## config.mk

```make
export PLATFORM = sky130hd
export DESIGN_NAME = velocity_motion_pose_update_unit
export DESIGN_NICKNAME = d
export VERILOG_FILES = /design/src/sv/vmpu_pkg.sv /design/src/sv/vmpu_cordic.sv /design/src/sv/vmpu_muldiv.sv /design/src/sv/vmpu_datapath.sv /design/src/sv/vmpu_ctrl.sv /design/src/sv/velocity_motion_pose_update_unit.sv
export VERILOG_INCLUDE_DIRS = /design/src /design/src/sv
export SDC_FILE = /design/constraint.sdc
export NUM_CORES = 2
export LEC_CHECK = 0
export BUFFER_PORTS_ARGS = -buffer_cell sky130_fd_sc_hd__buf_4
export CORE_MARGIN = 1.5
export CORE_UTILIZATION = 55
export DETAILED_ROUTE_END_ITERATION = 8
export PLACE_DENSITY = 0.74
export SYNTH_ARGS = -nofsm -noshare
export SYNTH_HDL_FRONTEND = slang
export SYNTH_HIERARCHICAL = 1
export SYNTH_SLANG_ARGS = --single-unit
```

## constraint.sdc

```tcl
create_clock -name i_clk -period 20.3 [get_ports i_clk]
set_input_delay 1.015 -clock i_clk [delete_from_list [all_inputs] [get_ports i_clk]]
set_output_delay 1.015 -clock i_clk [all_outputs]
set_load 0.02 [all_outputs]
```

## src/sv/assert_macros.svh

```systemverilog
// assertion helpers for the pose update block
`ifndef ASSERT_MACROS_SVH
`define ASSERT_MACROS_SVH

// property must hold at every clock edge outside reset
`define VMPU_ASSERT(lbl, clk, rst_n, prop, msg) \
    lbl: assert property (@(posedge clk) disable iff (!rst_n) prop) \
        else $error(msg);

// expression must never be true outside reset
`define VMPU_ASSERT_NEVER(lbl, clk, rst_n, expr, msg) \
    lbl: assert property (@(posedge clk) disable iff (!rst_n) !(expr)) \
        else $error(msg);

`endif

```

## src/sv/vmpu_pkg.sv

```systemverilog
`timescale 1ns / 1ps
`default_nettype none

package vmpu_pkg;

    localparam int POSITION_WIDTH_DEF = 32;
    localparam int ANGLE_WIDTH_DEF    = 16;

    localparam int CORDIC_STEPS = 30;
    localparam int CORDIC_IW    = $clog2(CORDIC_STEPS);
    localparam int CW           = 34;   // cordic x/y, Q2.30 with headroom
    localparam int ZW           = 33;   // cordic residual angle
    localparam logic signed [CW-1:0] CORDIC_GAIN_Q30 = 34'sd652032874;

    localparam int MW   = 36;           // serial multiplier operand width
    localparam int DVW  = 34;           // dividend width
    localparam int DVDW = 16;           // divisor width
    localparam int DXW  = 36;           // displacement width
    localparam int NMW  = 50;           // numerator magnitude width
    localparam int LIMW = 15;           // straight limit register width

    localparam logic [29:0] INV_TWO_PI_Q32 = 30'd683565276;

    function automatic logic [29:0] atan_turn(input logic [CORDIC_IW-1:0] idx);
        logic [29:0] r;
        case (idx)
            5'd0:    r = 30'd536870912;
            5'd1:    r = 30'd316933406;
            5'd2:    r = 30'd167458907;
            5'd3:    r = 30'd85004756;
            5'd4:    r = 30'd42667331;
            5'd5:    r = 30'd21354465;
            5'd6:    r = 30'd10679838;
            5'd7:    r = 30'd5340245;
            5'd8:    r = 30'd2670163;
            5'd9:    r = 30'd1335087;
            5'd10:   r = 30'd667544;
            5'd11:   r = 30'd333772;
            5'd12:   r = 30'd166886;
            5'd13:   r = 30'd83443;
            5'd14:   r = 30'd41722;
            5'd15:   r = 30'd20861;
            5'd16:   r = 30'd10430;
            5'd17:   r = 30'd5215;
            5'd18:   r = 30'd2608;
            5'd19:   r = 30'd1304;
            5'd20:   r = 30'd652;
            5'd21:   r = 30'd326;
            5'd22:   r = 30'd163;
            5'd23:   r = 30'd81;
            5'd24:   r = 30'd41;
            5'd25:   r = 30'd20;
            5'd26:   r = 30'd10;
            5'd27:   r = 30'd5;
            5'd28:   r = 30'd3;
            5'd29:   r = 30'd1;
            default: r = 30'd0;
        endcase
        return r;
    endfunction

    typedef enum logic [2:0] {
        MS_VDT_COS,
        MS_VDT_SIN,
        MS_STEP,
        MS_NUM_X,
        MS_NUM_Y
    } t_mul_sel;

    typedef enum logic [3:0] {
        SV_NONE,
        SV_LOAD,
        SV_PREP,
        SV_SC0,
        SV_SC1,
        SV_DXS,
        SV_DYS,
        SV_STEP,
        SV_NUM,
        SV_DXD,
        SV_DYD,
        SV_FIN1,
        SV_FIN2
    } t_save;

    typedef struct packed {
        logic     capture;
        logic     cor_start;
        logic     cor_th1;
        logic     mul_start;
        t_mul_sel mul_sel;
        logic     div_start;
        t_save    save;
        logic     push;
    } t_cmd;

    typedef struct packed {
        logic is_move;
        logic straight;
        logic cor_done;
        logic mul_done;
        logic div_done;
        logic out_free;
    } t_stat;

endpackage

`default_nettype wire

```

## src/sv/vmpu_cordic.sv

```systemverilog
`timescale 1ns / 1ps
`default_nettype none

module vmpu_cordic import vmpu_pkg::*; (
    input  logic                 i_clk,
    input  logic                 i_rst_n,
    input  logic                 i_start,
    input  logic [31:0]          i_angle,
    output logic                 o_done,
    output logic signed [CW-1:0] o_sin,
    output logic signed [CW-1:0] o_cos
);

    localparam logic [CORDIC_IW-1:0] LAST = CORDIC_IW'(CORDIC_STEPS - 1);

    logic                 r_busy;
    logic                 r_done;
    logic [CORDIC_IW-1:0] r_iter;
    logic signed [CW-1:0] r_x;
    logic signed [CW-1:0] r_y;
    logic signed [ZW-1:0] r_z;
    logic [1:0]           r_quad;

    logic signed [CW-1:0] xs;
    logic signed [CW-1:0] ys;
    logic signed [ZW-1:0] atan_z;
    logic signed [CW-1:0] n_x;
    logic signed [CW-1:0] n_y;
    logic signed [ZW-1:0] n_z;

    always_comb begin
        xs     = r_x >>> r_iter;
        ys     = r_y >>> r_iter;
        atan_z = $signed({{(ZW-30){1'b0}}, atan_turn(r_iter)});
        if (!r_z[ZW-1]) begin
            n_x = r_x - ys;
            n_y = r_y + xs;
            n_z = r_z - atan_z;
        end else begin
            n_x = r_x + ys;
            n_y = r_y - xs;
            n_z = r_z + atan_z;
        end
    end

    always_ff @(posedge i_clk) begin
        if (!i_rst_n) begin
            r_busy <= 1'b0;
            r_done <= 1'b0;
            r_iter <= '0;
        end else begin
            r_done <= 1'b0;
            if (i_start) begin
                r_busy <= 1'b1;
                r_iter <= '0;
            end else if (r_busy) begin
                r_iter <= r_iter + 1'b1;
                if (r_iter == LAST) begin
                    r_busy <= 1'b0;
                    r_done <= 1'b1;
                end
            end
        end
    end

    always_ff @(posedge i_clk) begin
        if (i_start) begin
            r_x    <= CORDIC_GAIN_Q30;
            r_y    <= '0;
            r_z    <= $signed({{(ZW-30){1'b0}}, i_angle[29:0]});
            r_quad <= i_angle[31:30];
        end else if (r_busy) begin
            r_x <= n_x;
            r_y <= n_y;
            r_z <= n_z;
        end
    end

    // fold the first-quadrant result out to the full circle
    always_comb begin
        case (r_quad)
            2'd0: begin
                o_cos = r_x;
                o_sin = r_y;
            end
            2'd1: begin
                o_cos = -r_y;
                o_sin = r_x;
            end
            2'd2: begin
                o_cos = -r_x;
                o_sin = -r_y;
            end
            default: begin
                o_cos = r_y;
                o_sin = -r_x;
            end
        endcase
    end

    assign o_done = r_done;

endmodule

`default_nettype wire

```

## src/sv/vmpu_muldiv.sv

```systemverilog
`timescale 1ns / 1ps
`default_nettype none

module vmpu_muldiv import vmpu_pkg::*; (
    input  logic                   i_clk,
    input  logic                   i_rst_n,
    input  logic                   i_mul_start,
    input  logic signed [MW-1:0]   i_mul_a,
    input  logic signed [MW-1:0]   i_mul_b,
    output logic                   o_mul_done,
    output logic signed [2*MW-1:0] o_mul_prod,
    input  logic                   i_div_start,
    input  logic [DVW-1:0]         i_dividend,
    input  logic [DVDW-1:0]        i_divisor,
    output logic                   o_div_done,
    output logic [DVW-1:0]         o_quot
);

    localparam int MCW = $clog2(MW + 1);
    localparam int DCW = $clog2(DVW + 1);

    // shift-add multiplier on magnitudes, one operand bit a cycle
    logic            r_mbusy;
    logic            r_mdone;
    logic [MCW-1:0]  r_mcnt;
    logic [MW-1:0]   r_ma;
    logic [MW-1:0]   r_mb;
    logic [2*MW-1:0] r_acc;
    logic            r_mneg;

    logic [MW-1:0]   a_mag;
    logic [MW-1:0]   b_mag;
    logic [MW:0]     msum;

    assign a_mag = i_mul_a[MW-1] ? MW'(-i_mul_a) : MW'(i_mul_a);
    assign b_mag = i_mul_b[MW-1] ? MW'(-i_mul_b) : MW'(i_mul_b);
    assign msum  = {1'b0, r_acc[2*MW-1:MW]} + (r_mb[0] ? {1'b0, r_ma} : '0);

    always_ff @(posedge i_clk) begin
        if (!i_rst_n) begin
            r_mbusy <= 1'b0;
            r_mdone <= 1'b0;
            r_mcnt  <= '0;
        end else begin
            r_mdone <= 1'b0;
            if (i_mul_start) begin
                r_mbusy <= 1'b1;
                r_mcnt  <= MCW'(MW);
            end else if (r_mbusy) begin
                r_mcnt <= r_mcnt - 1'b1;
                if (r_mcnt == MCW'(1)) begin
                    r_mbusy <= 1'b0;
                    r_mdone <= 1'b1;
                end
            end
        end
    end

    always_ff @(posedge i_clk) begin
        if (i_mul_start) begin
            r_ma   <= a_mag;
            r_mb   <= b_mag;
            r_acc  <= '0;
            r_mneg <= i_mul_a[MW-1] ^ i_mul_b[MW-1];
        end else if (r_mbusy) begin
            r_acc <= {msum, r_acc[MW-1:1]};
            r_mb  <= r_mb >> 1;
        end
    end

    assign o_mul_done = r_mdone;
    assign o_mul_prod = r_mneg ? -$signed(r_acc) : $signed(r_acc);

    // restoring divider, one quotient bit a cycle
    logic            r_dbusy;
    logic            r_ddone;
    logic [DCW-1:0]  r_dcnt;
    logic [DVDW-1:0] r_rem;
    logic [DVW-1:0]  r_q;
    logic [DVDW-1:0] r_d;

    logic [DVDW:0]   shifted;
    logic [DVDW:0]   trial;

    assign shifted = {r_rem, r_q[DVW-1]};
    assign trial   = shifted - {1'b0, r_d};

    always_ff @(posedge i_clk) begin
        if (!i_rst_n) begin
            r_dbusy <= 1'b0;
            r_ddone <= 1'b0;
            r_dcnt  <= '0;
        end else begin
            r_ddone <= 1'b0;
            if (i_div_start) begin
                r_dbusy <= 1'b1;
                r_dcnt  <= DCW'(DVW);
            end else if (r_dbusy) begin
                r_dcnt <= r_dcnt - 1'b1;
                if (r_dcnt == DCW'(1)) begin
                    r_dbusy <= 1'b0;
                    r_ddone <= 1'b1;
                end
            end
        end
    end

    always_ff @(posedge i_clk) begin
        if (i_div_start) begin
            r_rem <= '0;
            r_q   <= i_dividend;
            r_d   <= i_divisor;
        end else if (r_dbusy) begin
            if (shifted >= {1'b0, r_d}) begin
                r_rem <= trial[DVDW-1:0];
                r_q   <= {r_q[DVW-2:0], 1'b1};
            end else begin
                r_rem <= shifted[DVDW-1:0];
                r_q   <= {r_q[DVW-2:0], 1'b0};
            end
        end
    end

    assign o_div_done = r_ddone;
    assign o_quot     = r_q;

endmodule

`default_nettype wire

```

## src/sv/vmpu_datapath.sv

```systemverilog
`timescale 1ns / 1ps
`default_nettype none

module vmpu_datapath import vmpu_pkg::*; #(
    parameter int POSITION_WIDTH = POSITION_WIDTH_DEF,
    parameter int ANGLE_WIDTH    = ANGLE_WIDTH_DEF
) (
    input  logic                             i_clk,
    input  logic                             i_rst_n,
    input  t_cmd                             i_cmd,
    output t_stat                            o_stat,
    input  logic                             i_opcode,
    input  logic signed [15:0]               i_lin_velocity,
    input  logic signed [15:0]               i_turn_rate,
    input  logic [15:0]                      i_time_step,
    input  logic signed [31:0]               i_noise_east,
    input  logic signed [31:0]               i_noise_north,
    input  logic signed [15:0]               i_noise_heading,
    input  logic signed [31:0]               i_load_x,
    input  logic signed [31:0]               i_load_y,
    input  logic [15:0]                      i_load_heading,
    input  logic                             i_cfg_valid,
    input  logic [LIMW-1:0]                  i_cfg_data,
    output logic                             o_valid,
    input  logic                             i_ready,
    output logic signed [POSITION_WIDTH-1:0] o_pose_x,
    output logic signed [POSITION_WIDTH-1:0] o_pose_y,
    output logic [ANGLE_WIDTH-1:0]           o_pose_heading
);

    localparam int PW  = POSITION_WIDTH;
    localparam int AW  = ANGLE_WIDTH;
    localparam int SW  = ((PW > DXW) ? PW : DXW) + 2;
    localparam int PRW = 2 * MW;
    localparam int SH  = 60 - AW;

    // captured item
    logic               r_op;
    logic signed [15:0] r_v;
    logic signed [15:0] r_w;
    logic [15:0]        r_dt;
    logic signed [31:0] r_ne;
    logic signed [31:0] r_nn;
    logic signed [15:0] r_nh;
    logic signed [31:0] r_lx;
    logic signed [31:0] r_ly;
    logic [15:0]        r_lh;

    // pose and config
    logic signed [PW-1:0] r_east;
    logic signed [PW-1:0] r_north;
    logic [AW-1:0]        r_head;
    logic [LIMW-1:0]      r_limit;

    // working values
    logic signed [31:0]   r_vdt;
    logic signed [31:0]   r_wdt;
    logic                 r_straight;
    logic signed [CW-1:0] r_s0;
    logic signed [CW-1:0] r_c0;
    logic signed [CW-1:0] r_s1;
    logic signed [CW-1:0] r_c1;
    logic [AW-1:0]        r_th1;
    logic [DVW-1:0]       r_dvd;
    logic                 r_dneg;
    logic signed [DXW-1:0] r_dx;
    logic signed [DXW-1:0] r_dy;

    // result register
    logic                 r_ovalid;
    logic signed [PW-1:0] r_ox;
    logic signed [PW-1:0] r_oy;
    logic [AW-1:0]        r_oh;

    logic [15:0]           abs_w;
    logic signed [33:0]    vdt_full;
    logic signed [33:0]    wdt_full;
    logic                  straight_n;
    logic [AW-1:0]         cor_ang;
    logic [31:0]           cor_a32;
    logic                  cor_done;
    logic signed [CW-1:0]  cor_sin;
    logic signed [CW-1:0]  cor_cos;
    logic signed [MW-1:0]  mul_a;
    logic signed [MW-1:0]  mul_b;
    logic                  mul_done;
    logic signed [PRW-1:0] prod;
    logic                  div_done;
    logic [DVW-1:0]        quot;
    logic signed [PRW-1:0] rnd_str;
    logic signed [PRW-1:0] rnd_step;
    logic signed [PRW-1:0] rsh_str;
    logic signed [PRW-1:0] rsh_step;
    logic signed [DXW-1:0] dx_str;
    logic [AW-1:0]         step;
    logic [NMW-1:0]        num_mag;
    logic [NMW-1:0]        num_rnd;
    logic signed [DXW-1:0] q_s;
    logic signed [DXW-1:0] dx_div;
    logic signed [SW-1:0]  sum_e;
    logic signed [SW-1:0]  sum_n;
    logic [AW-1:0]         nh_a;
    logic [AW-1:0]         lh_a;

    function automatic logic signed [PW-1:0] sat_pos(input logic signed [SW-1:0] s);
        logic ovf;
        ovf = (s[SW-1:PW-1] != {(SW-PW+1){s[SW-1]}});
        if (ovf) begin
            return {s[SW-1], {(PW-1){~s[SW-1]}}};
        end
        return s[PW-1:0];
    endfunction

    assign abs_w      = r_w[15] ? 16'(-r_w) : 16'(r_w);
    assign vdt_full   = 34'(r_v) * $signed({18'b0, r_dt});
    assign wdt_full   = 34'(r_w) * $signed({18'b0, r_dt});
    // zero turn rate is always straight, even with a zero limit
    assign straight_n = (r_w == 16'sd0) || (abs_w < 16'(r_limit));

    assign cor_ang = i_cmd.cor_th1 ? r_th1 : r_head;
    assign cor_a32 = {cor_ang, {(32-AW){1'b0}}};

    vmpu_cordic u_cordic (
        .i_clk   (i_clk),
        .i_rst_n (i_rst_n),
        .i_start (i_cmd.cor_start),
        .i_angle (cor_a32),
        .o_done  (cor_done),
        .o_sin   (cor_sin),
        .o_cos   (cor_cos)
    );

    always_comb begin
        case (i_cmd.mul_sel)
            MS_VDT_COS: begin
                mul_a = MW'(r_vdt);
                mul_b = MW'(r_c0);
            end
            MS_VDT_SIN: begin
                mul_a = MW'(r_vdt);
                mul_b = MW'(r_s0);
            end
            MS_STEP: begin
                mul_a = MW'(r_wdt);
                mul_b = $signed({{(MW-30){1'b0}}, INV_TWO_PI_Q32});
            end
            MS_NUM_X: begin
                mul_a = MW'(r_v);
                mul_b = MW'(r_s1) - MW'(r_s0);
            end
            MS_NUM_Y: begin
                mul_a = MW'(r_v);
                mul_b = MW'(r_c0) - MW'(r_c1);
            end
            default: begin
                mul_a = '0;
                mul_b = '0;
            end
        endcase
    end

    vmpu_muldiv u_muldiv (
        .i_clk       (i_clk),
        .i_rst_n     (i_rst_n),
        .i_mul_start (i_cmd.mul_start),
        .i_mul_a     (mul_a),
        .i_mul_b     (mul_b),
        .o_mul_done  (mul_done),
        .o_mul_prod  (prod),
        .i_div_start (i_cmd.div_start),
        .i_dividend  (r_dvd),
        .i_divisor   (abs_w),
        .o_div_done  (div_done),
        .o_quot      (quot)
    );

    // round half up before the arithmetic shifts
    assign rnd_str  = prod + $signed({{(PRW-42){1'b0}}, 1'b1, 41'b0});
    assign rnd_step = prod + $signed({{(PRW-SH){1'b0}}, 1'b1, {(SH-1){1'b0}}});
    assign rsh_str  = rnd_str >>> 42;
    assign rsh_step = rnd_step >>> SH;
    assign dx_str   = rsh_str[DXW-1:0];
    assign step     = rsh_step[AW-1:0];

    // |num| / (|w| * 2^14) rounded half away: fold the 2^14 into the dividend
    assign num_mag = prod[PRW-1] ? NMW'(-prod) : NMW'(prod);
    assign num_rnd = num_mag + (NMW'(abs_w) << 13);
    assign q_s     = $signed(DXW'(quot));
    assign dx_div  = r_dneg ? -q_s : q_s;

    always_comb begin
        if (i_cmd.save == SV_FIN1) begin
            sum_e = SW'(r_east) + SW'(r_dx);
            sum_n = SW'(r_north) + SW'(r_dy);
        end else if (i_cmd.save == SV_FIN2) begin
            sum_e = SW'(r_east) + SW'(r_ne);
            sum_n = SW'(r_north) + SW'(r_nn);
        end else begin
            sum_e = SW'(r_lx);
            sum_n = SW'(r_ly);
        end
    end

    assign nh_a = AW'(r_nh);
    assign lh_a = AW'(r_lh);

    always_ff @(posedge i_clk) begin
        if (!i_rst_n) begin
            r_east   <= '0;
            r_north  <= '0;
            r_head   <= '0;
            r_limit  <= LIMW'(1);
            r_ovalid <= 1'b0;
        end else begin
            if (i_cfg_valid) begin
                r_limit <= i_cfg_data;
            end
            case (i_cmd.save)
                SV_LOAD: begin
                    r_east  <= sat_pos(sum_e);
                    r_north <= sat_pos(sum_n);
                    r_head  <= lh_a;
                end
                SV_FIN1: begin
                    r_east  <= sat_pos(sum_e);
                    r_north <= sat_pos(sum_n);
                    if (!r_straight) begin
                        r_head <= r_th1;
                    end
                end
                SV_FIN2: begin
                    r_east  <= sat_pos(sum_e);
                    r_north <= sat_pos(sum_n);
                    r_head  <= r_head + nh_a;
                end
                default: begin
                end
            endcase
            if (i_cmd.push) begin
                r_ovalid <= 1'b1;
            end else if (i_ready) begin
                r_ovalid <= 1'b0;
            end
        end
    end

    always_ff @(posedge i_clk) begin
        if (i_cmd.capture) begin
            r_op <= i_opcode;
            r_v  <= i_lin_velocity;
            r_w  <= i_turn_rate;
            r_dt <= i_time_step;
            r_ne <= i_noise_east;
            r_nn <= i_noise_north;
            r_nh <= i_noise_heading;
            r_lx <= i_load_x;
            r_ly <= i_load_y;
            r_lh <= i_load_heading;
        end
        case (i_cmd.save)
            SV_PREP: begin
                r_vdt      <= vdt_full[31:0];
                r_wdt      <= wdt_full[31:0];
                r_straight <= straight_n;
            end
            SV_SC0: begin
                r_s0 <= cor_sin;
                r_c0 <= cor_cos;
            end
            SV_SC1: begin
                r_s1 <= cor_sin;
                r_c1 <= cor_cos;
            end
            SV_DXS:  r_dx  <= dx_str;
            SV_DYS:  r_dy  <= dx_str;
            SV_STEP: r_th1 <= r_head + step;
            SV_NUM: begin
                r_dvd  <= DVW'(num_rnd >> 14);
                r_dneg <= prod[PRW-1] ^ r_w[15];
            end
            SV_DXD:  r_dx <= dx_div;
            SV_DYD:  r_dy <= dx_div;
            default: begin
            end
        endcase
        if (i_cmd.push) begin
            r_ox <= r_east;
            r_oy <= r_north;
            r_oh <= r_head;
        end
    end

    assign o_stat.is_move  = r_op;
    assign o_stat.straight = r_straight;
    assign o_stat.cor_done = cor_done;
    assign o_stat.mul_done = mul_done;
    assign o_stat.div_done = div_done;
    assign o_stat.out_free = !r_ovalid || i_ready;

    assign o_valid        = r_ovalid;
    assign o_pose_x       = r_ox;
    assign o_pose_y       = r_oy;
    assign o_pose_heading = r_oh;

endmodule

`default_nettype wire

```

## src/sv/vmpu_ctrl.sv

```systemverilog
`timescale 1ns / 1ps
`default_nettype none
`include "assert_macros.svh"

module vmpu_ctrl import vmpu_pkg::*; (
    input  logic  i_clk,
    input  logic  i_rst_n,
    input  logic  i_valid,
    output logic  o_in_ready,
    input  t_stat i_stat,
    output t_cmd  o_cmd
);

    typedef enum logic [21:0] {
        S_IDLE = 22'h000001,
        S_PREP = 22'h000002,
        S_C0W  = 22'h000004,
        S_MXG  = 22'h000008,
        S_MXW  = 22'h000010,
        S_MYG  = 22'h000020,
        S_MYW  = 22'h000040,
        S_MSG  = 22'h000080,
        S_MSW  = 22'h000100,
        S_C1G  = 22'h000200,
        S_C1W  = 22'h000400,
        S_NXG  = 22'h000800,
        S_NXW  = 22'h001000,
        S_DXG  = 22'h002000,
        S_DXW  = 22'h004000,
        S_NYG  = 22'h008000,
        S_NYW  = 22'h010000,
        S_DYG  = 22'h020000,
        S_DYW  = 22'h040000,
        S_FIN1 = 22'h080000,
        S_FIN2 = 22'h100000,
        S_PUSH = 22'h200000
    } t_state;

    t_state r_state;
    t_state n_state;

    always_comb begin
        n_state       = r_state;
        o_cmd         = '0;
        o_cmd.mul_sel = MS_VDT_COS;
        o_cmd.save    = SV_NONE;
        o_in_ready    = 1'b0;
        case (r_state)
            S_IDLE: begin
                // no transfer is taken while reset is held
                o_in_ready = i_rst_n;
                if (i_valid && i_rst_n) begin
                    o_cmd.capture = 1'b1;
                    n_state       = S_PREP;
                end
            end
            S_PREP: begin
                if (i_stat.is_move) begin
                    o_cmd.save      = SV_PREP;
                    o_cmd.cor_start = 1'b1;
                    n_state         = S_C0W;
                end else begin
                    o_cmd.save = SV_LOAD;
                    n_state    = S_PUSH;
                end
            end
            S_C0W: begin
                if (i_stat.cor_done) begin
                    o_cmd.save = SV_SC0;
                    n_state    = i_stat.straight ? S_MXG : S_MSG;
                end
            end
            // straight line
            S_MXG: begin
                o_cmd.mul_start = 1'b1;
                o_cmd.mul_sel   = MS_VDT_COS;
                n_state         = S_MXW;
            end
            S_MXW: begin
                if (i_stat.mul_done) begin
                    o_cmd.save = SV_DXS;
                    n_state    = S_MYG;
                end
            end
            S_MYG: begin
                o_cmd.mul_start = 1'b1;
                o_cmd.mul_sel   = MS_VDT_SIN;
                n_state         = S_MYW;
            end
            S_MYW: begin
                if (i_stat.mul_done) begin
                    o_cmd.save = SV_DYS;
                    n_state    = S_FIN1;
                end
            end
            // arc
            S_MSG: begin
                o_cmd.mul_start = 1'b1;
                o_cmd.mul_sel   = MS_STEP;
                n_state         = S_MSW;
            end
            S_MSW: begin
                if (i_stat.mul_done) begin
                    o_cmd.save = SV_STEP;
                    n_state    = S_C1G;
                end
            end
            S_C1G: begin
                o_cmd.cor_start = 1'b1;
                o_cmd.cor_th1   = 1'b1;
                n_state         = S_C1W;
            end
            S_C1W: begin
                if (i_stat.cor_done) begin
                    o_cmd.save = SV_SC1;
                    n_state    = S_NXG;
                end
            end
            S_NXG: begin
                o_cmd.mul_start = 1'b1;
                o_cmd.mul_sel   = MS_NUM_X;
                n_state         = S_NXW;
            end
            S_NXW: begin
                if (i_stat.mul_done) begin
                    o_cmd.save = SV_NUM;
                    n_state    = S_DXG;
                end
            end
            S_DXG: begin
                o_cmd.div_start = 1'b1;
                n_state         = S_DXW;
            end
            S_DXW: begin
                if (i_stat.div_done) begin
                    o_cmd.save = SV_DXD;
                    n_state    = S_NYG;
                end
            end
            S_NYG: begin
                o_cmd.mul_start = 1'b1;
                o_cmd.mul_sel   = MS_NUM_Y;
                n_state         = S_NYW;
            end
            S_NYW: begin
                if (i_stat.mul_done) begin
                    o_cmd.save = SV_NUM;
                    n_state    = S_DYG;
                end
            end
            S_DYG: begin
                o_cmd.div_start = 1'b1;
                n_state         = S_DYW;
            end
            S_DYW: begin
                if (i_stat.div_done) begin
                    o_cmd.save = SV_DYD;
                    n_state    = S_FIN1;
                end
            end
            S_FIN1: begin
                o_cmd.save = SV_FIN1;
                n_state    = S_FIN2;
            end
            S_FIN2: begin
                o_cmd.save = SV_FIN2;
                n_state    = S_PUSH;
            end
            S_PUSH: begin
                // hold the new pose until the result register has room
                if (i_stat.out_free) begin
                    o_cmd.push = 1'b1;
                    n_state    = S_IDLE;
                end
            end
            default: begin
                n_state = S_IDLE;
            end
        endcase
    end

    always_ff @(posedge i_clk) begin
        if (!i_rst_n) begin
            r_state <= S_IDLE;
        end else begin
            r_state <= n_state;
        end
    end

    `VMPU_ASSERT(a_capture_blocks_input, i_clk, i_rst_n, o_cmd.capture |=> !o_in_ready, "retaken")
    `VMPU_ASSERT_NEVER(a_mul_div_overlap, i_clk, i_rst_n, o_cmd.mul_start && o_cmd.div_start, "overlap")
    `VMPU_ASSERT(a_push_needs_room, i_clk, i_rst_n, o_cmd.push |-> i_stat.out_free, "push over result")

endmodule

`default_nettype wire

```

## src/sv/velocity_motion_pose_update_unit.sv

```systemverilog
`timescale 1ns / 1ps
`default_nettype none
// Pose update for one robot pose (x, y, heading) under a velocity motion model.
// Input channel (i_valid/o_ready) carries one item: opcode 0 loads the pose from
// the load fields, opcode 1 applies a motion step with velocity, turn rate, time
// step and the three noise samples. Every item returns one pose on the output
// channel (o_valid/i_ready). The straight limit register is written over the
// config channel (i_cfg_valid/o_cfg_ready), which is ready whenever out of reset.
// One item is worked at a time. A straight step uses one 30-step cordic pass
// and two shift-add multiplies. An arc step uses two cordic passes, three
// multiplies and two restoring divides, all run on the single shared cordic,
// multiplier and divider.
// The result sits in an output register; the next item is taken while it waits,
// and the block only stalls at its final write if the receiver still holds the
// previous pose. Reset clears the pose to zero, sets the straight limit to 1 and
// empties the output register.
module velocity_motion_pose_update_unit import vmpu_pkg::*; #(
    parameter int POSITION_WIDTH = POSITION_WIDTH_DEF,
    parameter int ANGLE_WIDTH    = ANGLE_WIDTH_DEF
) (
    input  logic                             i_clk,
    input  logic                             i_rst_n,
    input  logic                             i_valid,
    output logic                             o_ready,
    input  logic                             i_opcode,
    input  logic signed [15:0]               i_lin_velocity,
    input  logic signed [15:0]               i_turn_rate,
    input  logic [15:0]                      i_time_step,
    input  logic signed [31:0]               i_noise_east,
    input  logic signed [31:0]               i_noise_north,
    input  logic signed [15:0]               i_noise_heading,
    input  logic signed [31:0]               i_load_x,
    input  logic signed [31:0]               i_load_y,
    input  logic [15:0]                      i_load_heading,
    input  logic                             i_cfg_valid,
    output logic                             o_cfg_ready,
    input  logic [LIMW-1:0]                  i_cfg_data,
    output logic                             o_valid,
    input  logic                             i_ready,
    output logic signed [POSITION_WIDTH-1:0] o_pose_x,
    output logic signed [POSITION_WIDTH-1:0] o_pose_y,
    output logic [ANGLE_WIDTH-1:0]           o_pose_heading
);

    t_cmd  cmd;
    t_stat stat;

    assign o_cfg_ready = i_rst_n;

    vmpu_ctrl u_ctrl (
        .i_clk      (i_clk),
        .i_rst_n    (i_rst_n),
        .i_valid    (i_valid),
        .o_in_ready (o_ready),
        .i_stat     (stat),
        .o_cmd      (cmd)
    );

    vmpu_datapath #(
        .POSITION_WIDTH (POSITION_WIDTH),
        .ANGLE_WIDTH    (ANGLE_WIDTH)
    ) u_datapath (
        .i_clk           (i_clk),
        .i_rst_n         (i_rst_n),
        .i_cmd           (cmd),
        .o_stat          (stat),
        .i_opcode        (i_opcode),
        .i_lin_velocity  (i_lin_velocity),
        .i_turn_rate     (i_turn_rate),
        .i_time_step     (i_time_step),
        .i_noise_east    (i_noise_east),
        .i_noise_north   (i_noise_north),
        .i_noise_heading (i_noise_heading),
        .i_load_x        (i_load_x),
        .i_load_y        (i_load_y),
        .i_load_heading  (i_load_heading),
        .i_cfg_valid     (i_cfg_valid),
        .i_cfg_data      (i_cfg_data),
        .o_valid         (o_valid),
        .i_ready         (i_ready),
        .o_pose_x        (o_pose_x),
        .o_pose_y        (o_pose_y),
        .o_pose_heading  (o_pose_heading)
    );

endmodule

`default_nettype wire

```

==> out/results.ini <==
[sta]
maxSlewViolCount=0
finalSetupViolations=0
slew_headroom=0.154
final.period_utilization=0.370
period_minus_slack_ps=7510
fmax_mhz=133
finalClockSkew_ps=41.7
hold_viol_final=0
finalSetupTns_ps=0
rsz0062_at_grt=no
worst_slew_pin_slew_ps=1260
whs_ps=386

[clock_tree]
clockBufferDepth=3
cts_made_buffers=130
htreeDepth=4
cts_hold_buf=0
cts_tree=yes
clk_pin_slew_worst_paths_ps=70
cts.sinks=1098
cts_resized=0
postCtsSetupBuffers=0
clk_latency_ps=800
root_buffer=clkbuf_16

[final_layout]
area_growth_syn_to_layout_pct=8.89
nNetsFinal=11432
fill_cells=14446
drive_above_1_share=0.0942
fin_area_um2=103000
fin_cells=12547

[synth]
ys_types=121
synth_flop_cell=edfxtp_1
ys.warnings.count=6
yosysMostFrequentCell=nand2_1
netlist_top_cells_count=900 x nand2_1, 768 x edfxtp_1, 746 x inv_1
avgSynthCellArea_um2=9.36
synth_area_leader_cell=edfxtp_1
synth-edff-count=768
ys_async_sr_fraction=0
synth_top_cell_area_share=0.243
synthCells=10118
seq_area_frac_synth=0.313
syn_area_um2=94700
synth_seq_cells=1098
synthTopCellsByArea=edfxtp_1 24%, ha_1 8.9%, fa_1 8.5%

[run_status]
status=completed

[global_route]
grt_pass1_wl_um=428000
grt_pass1_vias=76724
track_usage=0.308
antenna_found_initial=4
grt_max_degree=149
globalRoute.totalOverflow=0

[critical_path]
path_class=reg2reg
crit_chain=and2_1, fa_1, inv_1, fa_1, inv_1, fa_1, fa_1, fa_1, inv_1, fa_1, inv_1, ha_1, a21oi_1, o21ai_0, a211oi_1, o31ai_1, o41ai_1, o21bai_1, o41ai_1, o21bai_1, a21oi_1, xnor2_1
crit_required_ps=20830
critPathArrivalTime_ps=8030
cp_max_fo=18
critical-path-max-stage-delay_ps=720
path_buf_inv=4
path_delay_family=adder cells
end_kind=flop
cp_common_cell=fa_1
critPathLaunchType=flop
cp_slowest_cell=edfxtp_1

[floorplanning]
io_pins=312
rows=152
die_w_um=418
start_util=0.553
core-area_um2=171000
die_h_um=418
dieArea_um2=175000

[pwr]
peakVddDrop_v=0.000192
p_sw_mw=5.27
p_int_mw=7.11
power.density_nw_per_um2=120
switching_share=0.426
p_total_mw=12.4
leakage_nw=43.6
p_seq_frac=0.255
p_comb_frac=0.543
p_clk_frac=0.201

[detailed_routing]
drc=0
viasPerCell=6.17
wire_per_inst_um=21.8
drtPass1Iterations=8
drt_wl_total_um=274000
antenna_left=0
drtIter0Drc=6746
vias=77461

[placement]
dp_hpwl_um=204000
place.port_buffers=311
place_inst=12305
dpl_cell_area_um2=98600
gp_congestion=0.984

[worst_hold_path]
hold_path.class=in2reg

[flow_run]
cap_violations=0

## registers in the layout, summed over array words and instances, names as in the netlist, 33 cells and up
signal / cells
u_datapath/r_c1: 34
u_datapath/r_s1: 34
u_datapath/r_c0: 34
u_datapath/r_dx: 36
u_datapath/u_muldiv/o_quot: 34
u_datapath/u_cordic/r_y: 34
u_datapath/u_muldiv/r_acc: 72
u_datapath/u_muldiv/r_mb: 36
u_datapath/u_cordic/r_z: 33
u_datapath/r_s0: 34
u_datapath/r_dvd: 34
u_datapath/u_muldiv/r_ma: 36
u_datapath/u_cordic/r_x: 34
u_datapath/r_dy: 36
## placed cells by master, fill, tap and decap left out, drive strengths merged, types with 71 or more instances in the layout
master and count:
nand2b 109, dfxtp 330, ha 674, nand3 165, nor2 703, mux4 95
buf 406, xnor2 517, o31ai 85, and2 317, o21ai 607, a21o 239
inv 755, o21a 75, or3 98, edfxtp 768, a21oi 663, clkbuf 157
a31oi 82, nor2b 84, fa 402, a211oi 94, mux2 82, mux2i 273
nor3 142, nand2 900, nand4 71, xor2 338
## path summary, 6_finish.rpt
| check | from | to | slack (ps) | cells past startpoint |
|---|---|---|---|---|
| hold / removal | i_lin_velocity[6] | u_datapath/r_v[6] | 390 | 1 |
| setup / recovery | u_datapath/r_v[12] | u_datapath/r_vdt[30] | 12790 | 22 |
| hold reg to reg | u_datapath/u_cordic/r_z[31] | u_datapath/u_cordic/r_z[31] | 470 | 2 |
| setup reg to reg | u_datapath/r_v[12] | u_datapath/r_vdt[30] | 12790 | 22 |
## cell families (layout without fill, tap and decap cells)
logic type,count (synthesis),in the layout,share of synthesized area
other cells,1,20,0.0000396
xor+xnor,855,855,0.0791
simple gates,2877,2877,0.149
flops,1098,1098,0.313
buf+inv,1297,1397,0.0546
fa+ha+maj,1076,1076,0.174
compound gates,2464,2464,0.169
mux,450,450,0.0612
## metal layers
layer  vias to the layer above  part of all wire  wire length (um)  GRT usage
li1                      36115                 -                 -          -
met2                      3048              0.47            129000      0.509
met1                     37626              0.41            111000      0.389
met3                       670             0.069             19000     0.0492
met5                         -          0.000047                13          0
met4                         2             0.053             14500      0.157
## power groups by stage
stage / Combinational (mW) / Sequential, mW / Clock [mW]
6_report: 6.73 / 3.16 / 2.49
5_1_grt: 7.47 / 3.16 / 2.63
4_1_cts: 6.66 / 3.14 / 2.54
3_5_place_dp: 6.61 / 3.18 / 0
3_3_place_gp: 6.45 / 3.18 / 0
2_1_floorplan: 5.15 / 2.91 / 0
## area by class of cell
| type | instances | area [um2] | share of cell area |
|---|---|---|---|
| Timing Repair Buffer | 406 | 3060 | 0.0297 |
| Clock inverter | 81 | 1050 | 0.0101 |
| Tap cell | 2310 | 2890 | 0.0280 |
| Antenna cell | 4 | 10.0 | 0.0000970 |
| Sequential cell | 1098 | 29700 | 0.288 |
| Inverter | 753 | 2830 | 0.0274 |
| Multi-Input combinational cell | 7738 | 60100 | 0.583 |
| Clock buffer | 157 | 3520 | 0.0341 |
## stage by stage
stage / util / setup slack, ps
after floorplan: - / 13030
after global placement: 0.575 / 13030
after detailed placement: 0.575 / 12950
after CTS: 0.602 / 12900
after global routing: 0.602 / 12250
final: 0.602 / 12790
## worst register-to-register path, delay by kind of cell (launching register included)
| kind | cells | cell delay [ps] |
|---|---|---|
| and+or+nand+nor | 1 | 340 |
| DFF | 1 | 720 |
| adders and majority gates | 7 | 3530 |
| AOI/OAI and AO/OA | 9 | 2350 |
| buffers and inverters | 4 | 220 |
| xor gates and xnor gates | 1 | 80 |
Note: power is estimated with default switching activity, not from simulation.
